--- src/plst_pkg.sv ---
// Shared types and constants for the positional list store.
package plst_pkg;

    localparam int DEPTH_DEF      = 16;
    localparam int DATA_WIDTH_DEF = 32;

    localparam int REQ_W  = 2;
    localparam int POS_W  = 5;
    localparam int WORD_W = 32;
    localparam int LEN_W  = 5;

    localparam int S_TDATA_W = 40;  // position + value, padded to bytes
    localparam int M_TDATA_W = 40;  // read_data + length, padded to bytes

    localparam logic [REQ_W-1:0] REQ_INSERT = 2'd0;
    localparam logic [REQ_W-1:0] REQ_REMOVE = 2'd1;
    localparam logic [REQ_W-1:0] REQ_READ   = 2'd2;
    localparam logic [REQ_W-1:0] REQ_CLEAR  = 2'd3;

    // Broadcast control from the sequencer to every cell.
    typedef struct packed {
        logic             ins;   // committed insert
        logic             rem;   // committed remove
        logic [POS_W-1:0] pos;
    } plst_ctl_t;

endpackage

--- src/plst_cell.sv ---
// One storage cell of the list: holds an entry and shifts to/from its neighbors.
module plst_cell
    import plst_pkg::*;
#(
    parameter int DATA_WIDTH = DATA_WIDTH_DEF,
    parameter int CELL_IDX   = 0
) (
    input  logic                  aclk,
    input  plst_ctl_t             ctl,
    input  logic [DATA_WIDTH-1:0] value_in,
    input  logic [DATA_WIDTH-1:0] left_in,
    input  logic [DATA_WIDTH-1:0] right_in,
    output logic [DATA_WIDTH-1:0] entry_out,
    output logic [DATA_WIDTH-1:0] rd_out
);

    logic [DATA_WIDTH-1:0] entry_reg;
    logic [DATA_WIDTH-1:0] entry_next;
    logic                  at_pos;
    logic                  above_pos;

    assign at_pos    = (32'(ctl.pos) == 32'(CELL_IDX));
    assign above_pos = (32'(CELL_IDX) > 32'(ctl.pos));

    always_comb begin
        entry_next = entry_reg;
        if (ctl.ins && above_pos) begin
            entry_next = left_in;
        end else if (ctl.ins && at_pos) begin
            entry_next = value_in;
        end else if (ctl.rem && (above_pos || at_pos)) begin
            entry_next = right_in;
        end
    end

    always_ff @(posedge aclk) begin
        entry_reg <= entry_next;
    end

    assign entry_out = entry_reg;
    assign rd_out    = at_pos ? entry_reg : '0;

endmodule

--- src/positional_list_store_top.sv ---
// Top level of the positional list store: request decode, count and result register.
//
// A bounded ordered list of DEPTH signed words held in a row of register cells.
// Each request (insert, remove, read, clear) is applied to all cells at once: the
// cells shift all later entries up or down together, so one request can be taken
// every cycle while the output drains; its result is registered. Results wait in
// a single output register; a new request is taken while that register is empty
// or being drained. Failed requests (out-of-range position, insert when full)
// leave the list unchanged and report ok = 0. No clearing pass after reset.
module positional_list_store_top
    import plst_pkg::*;
#(
    parameter int DEPTH      = DEPTH_DEF,
    parameter int DATA_WIDTH = DATA_WIDTH_DEF
) (
    input  logic                 aclk,
    input  logic                 aresetn,
    input  logic                 s_tvalid,
    output logic                 s_tready,
    input  logic [S_TDATA_W-1:0] s_tdata,   // position[4:0], value[36:5], zero pad
    input  logic [REQ_W-1:0]     s_tuser,   // req_type[1:0]
    output logic                 m_tvalid,
    input  logic                 m_tready,
    output logic [M_TDATA_W-1:0] m_tdata,   // read_data[31:0], length[36:32], zero pad
    output logic                 m_tuser    // ok[0]
);

    localparam int CNT_W = $clog2(DEPTH + 1);
    localparam int CMP_W = (CNT_W > POS_W) ? CNT_W : POS_W;

    logic [REQ_W-1:0]      req_type;
    logic [POS_W-1:0]      position;
    logic [WORD_W-1:0]     value;
    logic                  accept;
    logic [CMP_W-1:0]      pos_x;
    logic [CMP_W-1:0]      cnt_x;
    logic                  full;
    logic                  ins_ok;
    logic                  rem_ok;
    logic                  rd_ok;
    logic                  req_ok;
    plst_ctl_t             ctl;

    logic [CNT_W-1:0]      count_reg;
    logic [CNT_W-1:0]      count_next;
    logic                  m_valid_reg;
    logic                  ok_reg;
    logic [WORD_W-1:0]     rd_data_reg;
    logic [LEN_W-1:0]      len_reg;

    logic [DATA_WIDTH-1:0] cell_q  [DEPTH];
    logic [DATA_WIDTH-1:0] cell_rd [DEPTH];
    logic [DATA_WIDTH-1:0] rd_sel;
    logic [WORD_W-1:0]     rd_word;
    logic [DATA_WIDTH-1:0] value_st;

    assign req_type = s_tuser;
    assign position = s_tdata[POS_W-1:0];
    assign value    = s_tdata[POS_W+WORD_W-1:POS_W];

    assign s_tready = !m_valid_reg || m_tready;
    assign accept   = s_tvalid && s_tready;

    assign pos_x = CMP_W'(position);
    assign cnt_x = CMP_W'(count_reg);
    assign full  = (count_reg == CNT_W'(DEPTH));

    assign ins_ok = (req_type == REQ_INSERT) && !full && (pos_x <= cnt_x);
    assign rem_ok = (req_type == REQ_REMOVE) && (pos_x < cnt_x);
    assign rd_ok  = (req_type == REQ_READ) && (pos_x < cnt_x);

    always_comb begin
        case (req_type)
            REQ_INSERT: req_ok = ins_ok;
            REQ_REMOVE: req_ok = rem_ok;
            REQ_READ:   req_ok = rd_ok;
            REQ_CLEAR:  req_ok = 1'b1;
            default:    req_ok = 1'b0;
        endcase
    end

    always_comb begin
        count_next = count_reg;
        if (req_type == REQ_CLEAR) begin
            count_next = '0;
        end else if (ins_ok) begin
            count_next = count_reg + CNT_W'(1);
        end else if (rem_ok) begin
            count_next = count_reg - CNT_W'(1);
        end
    end

    assign ctl.ins = accept && ins_ok;
    assign ctl.rem = accept && rem_ok;
    assign ctl.pos = position;

    assign value_st = DATA_WIDTH'(value);

    genvar gi;
    generate
        for (gi = 0; gi < DEPTH; gi++) begin : g_cell
            logic [DATA_WIDTH-1:0] left_d;
            logic [DATA_WIDTH-1:0] right_d;
            if (gi == 0) begin : g_first
                assign left_d = '0;
            end else begin : g_mid_l
                assign left_d = cell_q[gi-1];
            end
            if (gi == DEPTH - 1) begin : g_last
                assign right_d = '0;
            end else begin : g_mid_r
                assign right_d = cell_q[gi+1];
            end
            plst_cell #(
                .DATA_WIDTH (DATA_WIDTH),
                .CELL_IDX   (gi)
            ) u_cell (
                .aclk      (aclk),
                .ctl       (ctl),
                .value_in  (value_st),
                .left_in   (left_d),
                .right_in  (right_d),
                .entry_out (cell_q[gi]),
                .rd_out    (cell_rd[gi])
            );
        end
    endgenerate

    always_comb begin
        rd_sel = '0;
        for (int i = 0; i < DEPTH; i++) begin
            rd_sel = rd_sel | cell_rd[i];
        end
    end

    generate
        if (DATA_WIDTH >= WORD_W) begin : g_rd_trunc
            assign rd_word = rd_sel[WORD_W-1:0];
        end else begin : g_rd_sext
            assign rd_word = {{(WORD_W - DATA_WIDTH){rd_sel[DATA_WIDTH-1]}}, rd_sel};
        end
    endgenerate

    always_ff @(posedge aclk) begin
        if (!aresetn) begin
            count_reg   <= '0;
            m_valid_reg <= 1'b0;
        end else begin
            if (accept) begin
                count_reg   <= count_next;
                m_valid_reg <= 1'b1;
            end else if (m_tready) begin
                m_valid_reg <= 1'b0;
            end
        end
    end

    always_ff @(posedge aclk) begin
        if (accept) begin
            ok_reg      <= req_ok;
            rd_data_reg <= rd_ok ? rd_word : '0;
            len_reg     <= LEN_W'(count_next);
        end
    end

    assign m_tvalid = m_valid_reg;
    assign m_tuser  = ok_reg;
    assign m_tdata  = {{(M_TDATA_W - WORD_W - LEN_W){1'b0}}, len_reg, rd_data_reg};

endmodule

--- config.mk ---
export PLATFORM = sky130hd
export DESIGN_NAME = positional_list_store_top
export DESIGN_NICKNAME = d
export VERILOG_FILES = /design/src/plst_pkg.sv /design/src/plst_cell.sv /design/src/positional_list_store_top.sv
export SDC_FILE = /design/constraint.sdc
export NUM_CORES = 1
export LEC_CHECK = 0
export BUFFER_PORTS_ARGS = -buffer_cell sky130_fd_sc_hd__buf_2
export CORE_UTILIZATION = 35
export CTS_CLUSTER_DIAMETER = 50
export DETAILED_ROUTE_END_ITERATION = 10
export GPL_TIMING_DRIVEN = 0
export PLACE_DENSITY = 0.58
export RECOVER_POWER = 100
export SYNTH_ARGS = -nofsm -noshare
export SYNTH_HDL_FRONTEND = slang
export SYNTH_SLANG_ARGS = --single-unit
--- constraint.sdc ---
create_clock -name aclk -period 6.43 [get_ports aclk]
set_clock_uncertainty 0.05 [all_clocks]
set_input_delay 1.286 -clock aclk [delete_from_list [all_inputs] [get_ports aclk]]
set_output_delay 1.286 -clock aclk [all_outputs]
set_load 0.02 [all_outputs]
==> impl_results.md <==
* Outcome: finished with violations
* Failing checks: capacitance limit, slew limit, setup timing
* Placed cell count at roughly 4.5k
* Max rail drop VDD at 0.291 mV
* Fin crit share at 102%
* Area delta synth->final at 16.1%
* Number of synthesized flops with an enable pin at 550
* Most used DFF post-synth: edfxtp_1
* Warnings, synthesis at 0
* Die Height at 312 um
* Cell mode on critical path: clkbuf_1
* Syn Area/Cell at 10.7 um^2
* TritonCTS buffer count at 94
* Commonest non-fill, non-tap cell in the layout: edfxtp_1
* Yosys cell types at 65
* Total GRT Usage at 41.8%
* Overflow after GRT at 0
* Post-Syn Area at 33600 um^2
* Crit path max fanout at 10
* I/O Pins at 89
* Post-CTS setup buffers at 0
* DP HPWL at roughly 170000 um
* Final #Nets at between 3k and 4k
* Largest net degree at the start of global routing at 48
* Largest cells by area after synthesis: edfxtp_1 49%, a31oi_1 6.2%, o31ai_1 5.3%
* First-pass GRT wire length at 279000 um
* Filler Cell Count at 9337
* Met2 Usage GRT at 57.7%
* Seq/Total Area, Yosys at about half
* Non-filler cells, final at 4704
* Cts hold-fix bufs at 0
* Pwr Density at 272 nW/um^2
* Tightest Pin Transition at between 1.5 and 2 ns
* Vias in the first global route at 33.1k
* Clk Latency, worst-skew pair at 0.72 ns
* # rows at 113
* Max clock buf depth at 3
* Final setup fails at 18
* Via count at 35.3k
* Grt peak-use layer: met2
* GR Layer Usage met3 at 15.0%
* Post-synth top area share at 49.1%
* DRC Markers at 0
* HP Class: reg2reg
* Req. time, crit path at 6.77 ns
* Max Cap Violations at 8
* Synth area leader: edfxtp_1
* DRT Wirelength at 211000 um
* H-tree depth at 3
* Starting Density at 35.3%
* Fmax at 0.153 GHz
* Cts repair resizes at 1
* Post-route setup slack at -0.105 ns
* Routed len/inst at ~45 um
* Biggest cell delay along the critical path at 1.09 ns
* Hold Fails Final Rpt at 0
* Synth Instances at roughly 3.2k
* PortBufs at 82
* CTS Root Buffer Type: clkbuf_16
* Iteration-0 DRC Markers at a little under 7k
* Clk sinks at between 500 and 600
* Die W at 312 um
* Crit-path cells: clkbuf_1 -> clkbuf_1 -> nor2_1 -> clkbuf_1 -> nand2_1 -> nor2_2 -> clkbuf_1 -> a221oi_1 -> a31oi_1
* P_leak at between 10 and 15 nW
* Die Area at 97300 um^2
* Core Area at roughly 95000 um^2
* Critical path startpoint category: primary input
* Vias/cell at 7.50
* Relative slew margins at -13.6%
* Arr. time, crit path at 6.88 ns
* Synthesized flop and latch total at 556
* Post-route ant nets at 0
* Drt pass-1 iters at 7
* Initial antenna violation count at 15
* Minimum clock period after layout at approximately 6.5 ns
* Share of layout cells above drive strength 1 at 10.7%
* Final slew viol count at around 110
* Post-synth ARST share at 0%
* Met1 Use GR at 56.5%
* TritonCTS clock tree: yes
* Flip-flop count of the largest register after layout at 512
* Setup crit end kind: flop
* RSZ-0062 raised after global routing: no
* Clock-pin slew on the worst setup and hold paths at 0.05 ns
* Critical-path cell with the highest stage delay: nor2_2
* Worst setup path class: in2reg
* Hold Slack at 0.478 ns
* Gp weighted congestion at 1.07
* Commonest cells after routing, fill and taps aside: 550 x edfxtp_1, 418 x clkbuf_1, 336 x a31oi_1, 252 x nand4_1, 239 x nor4_1
==> where the power goes <==
group | internal [mW] | switching (mW) | total, mW
clock network | 3.15 | 2.15 | 5.31
logic | 0.223 | 0.962 | 1.19
registers | 4.03 | 0.0795 | 4.11
==> area by class of cell <==
type | instances | area, um^2 | share of cell area, %
clock buffer | 102 | 2380 | 6.10
antenna | 5 | 12.5 | 0.0321
sequential | 556 | 16600 | 42.6
clock inverter | 73 | 853 | 2.19
buffer | 488 | 2040 | 5.21
timing repair buffer | 101 | 603 | 1.54
tap | 1265 | 1580 | 4.05
multi-input combinational | 2104 | 14900 | 38.2
inverter | 10 | 37.5 | 0.0962
==> worst paths after layout <==
path              start                        endpoint  slack, ns  cells after the start
max          s_tdata[2]                  rd_data_reg[0]      -0.11                      9
min            m_tvalid                        m_tvalid       0.48                      2
max reg2reg    m_tvalid  g_cell[8].u_cell.entry_out[20]       1.13                      9
min reg2reg    m_tvalid                        m_tvalid       0.48                      2
==> synth_stat cells, types with 18 or more instances <==
master,instances
mux2i_1,74
nand3_1,55
o31ai_1,237
o22ai_1,74
a2bb2oi_1,71
a21oi_1,72
buf_4,26
o22a_1,20
o31a_1,19
nor2_1,26
buf_2,111
nor3_1,21
a221o_1,32
mux2_1,18
nor4_1,238
a22oi_1,66
nand4_1,252
a22o_1,97
clkbuf_1,332
a211oi_1,22
and3_1,70
and4_1,32
a221oi_1,65
nand2_1,49
o2bb2ai_1,31
a31oi_1,335
edfxtp_1,550
==> cell families after synthesis <==
logic type | count (synthesis) | synth area share, %
AO/OA/AOI/OAI | 1199 | 26.3
AND/OR/NAND/NOR | 788 | 14.3
flip-flops | 556 | 49.5
buffers and inverters | 498 | 6.40
multiplexers | 107 | 3.31
adder cells (fa/ha/maj) | 7 | 0.260
other | 1 | 0.0111
==> routing by layer <==
| metal | part of all wire [%] | up-vias |
|---|---|---|
| li1 | - | 13900 |
| met1 | 39 | 17400 |
| met2 | 40 | 3343 |
| met3 | 15 | 580 |
| met4 | 6.1 | 12 |
| met5 | 0.034 | - |
==> metrics by stage <==
step | instance area [um^2] | utilization (%) | TNS [ns] | setup WS (ns) | power (mW)
5_1_grt | 39000 | 41.0 | 0 | 0.0509 | 10.7
6_report | 39000 | 41.0 | -0.400 | -0.105 | 10.6
3_5_place_dp | 36100 | 37.9 | -269.09 | -0.791 | 5.30
2_1_floorplan | 33600 | - | 0 | 0.269 | 4.72
3_3_place_gp | 35600 | 37.5 | -1068.48 | -3.82 | 5.29
4_1_cts | 39300 | 41.3 | 0 | 0.219 | 10.5
==> worst max-delay path: cells and delay by family <==
| family | cells | cell delay (ns) |
|---|---|---|
| simple gates | 3 | 2.08 |
| buf+inv | 4 | 2.36 |
| compound gates | 2 | 1.12 |
(Power assumes the default switching activity.)
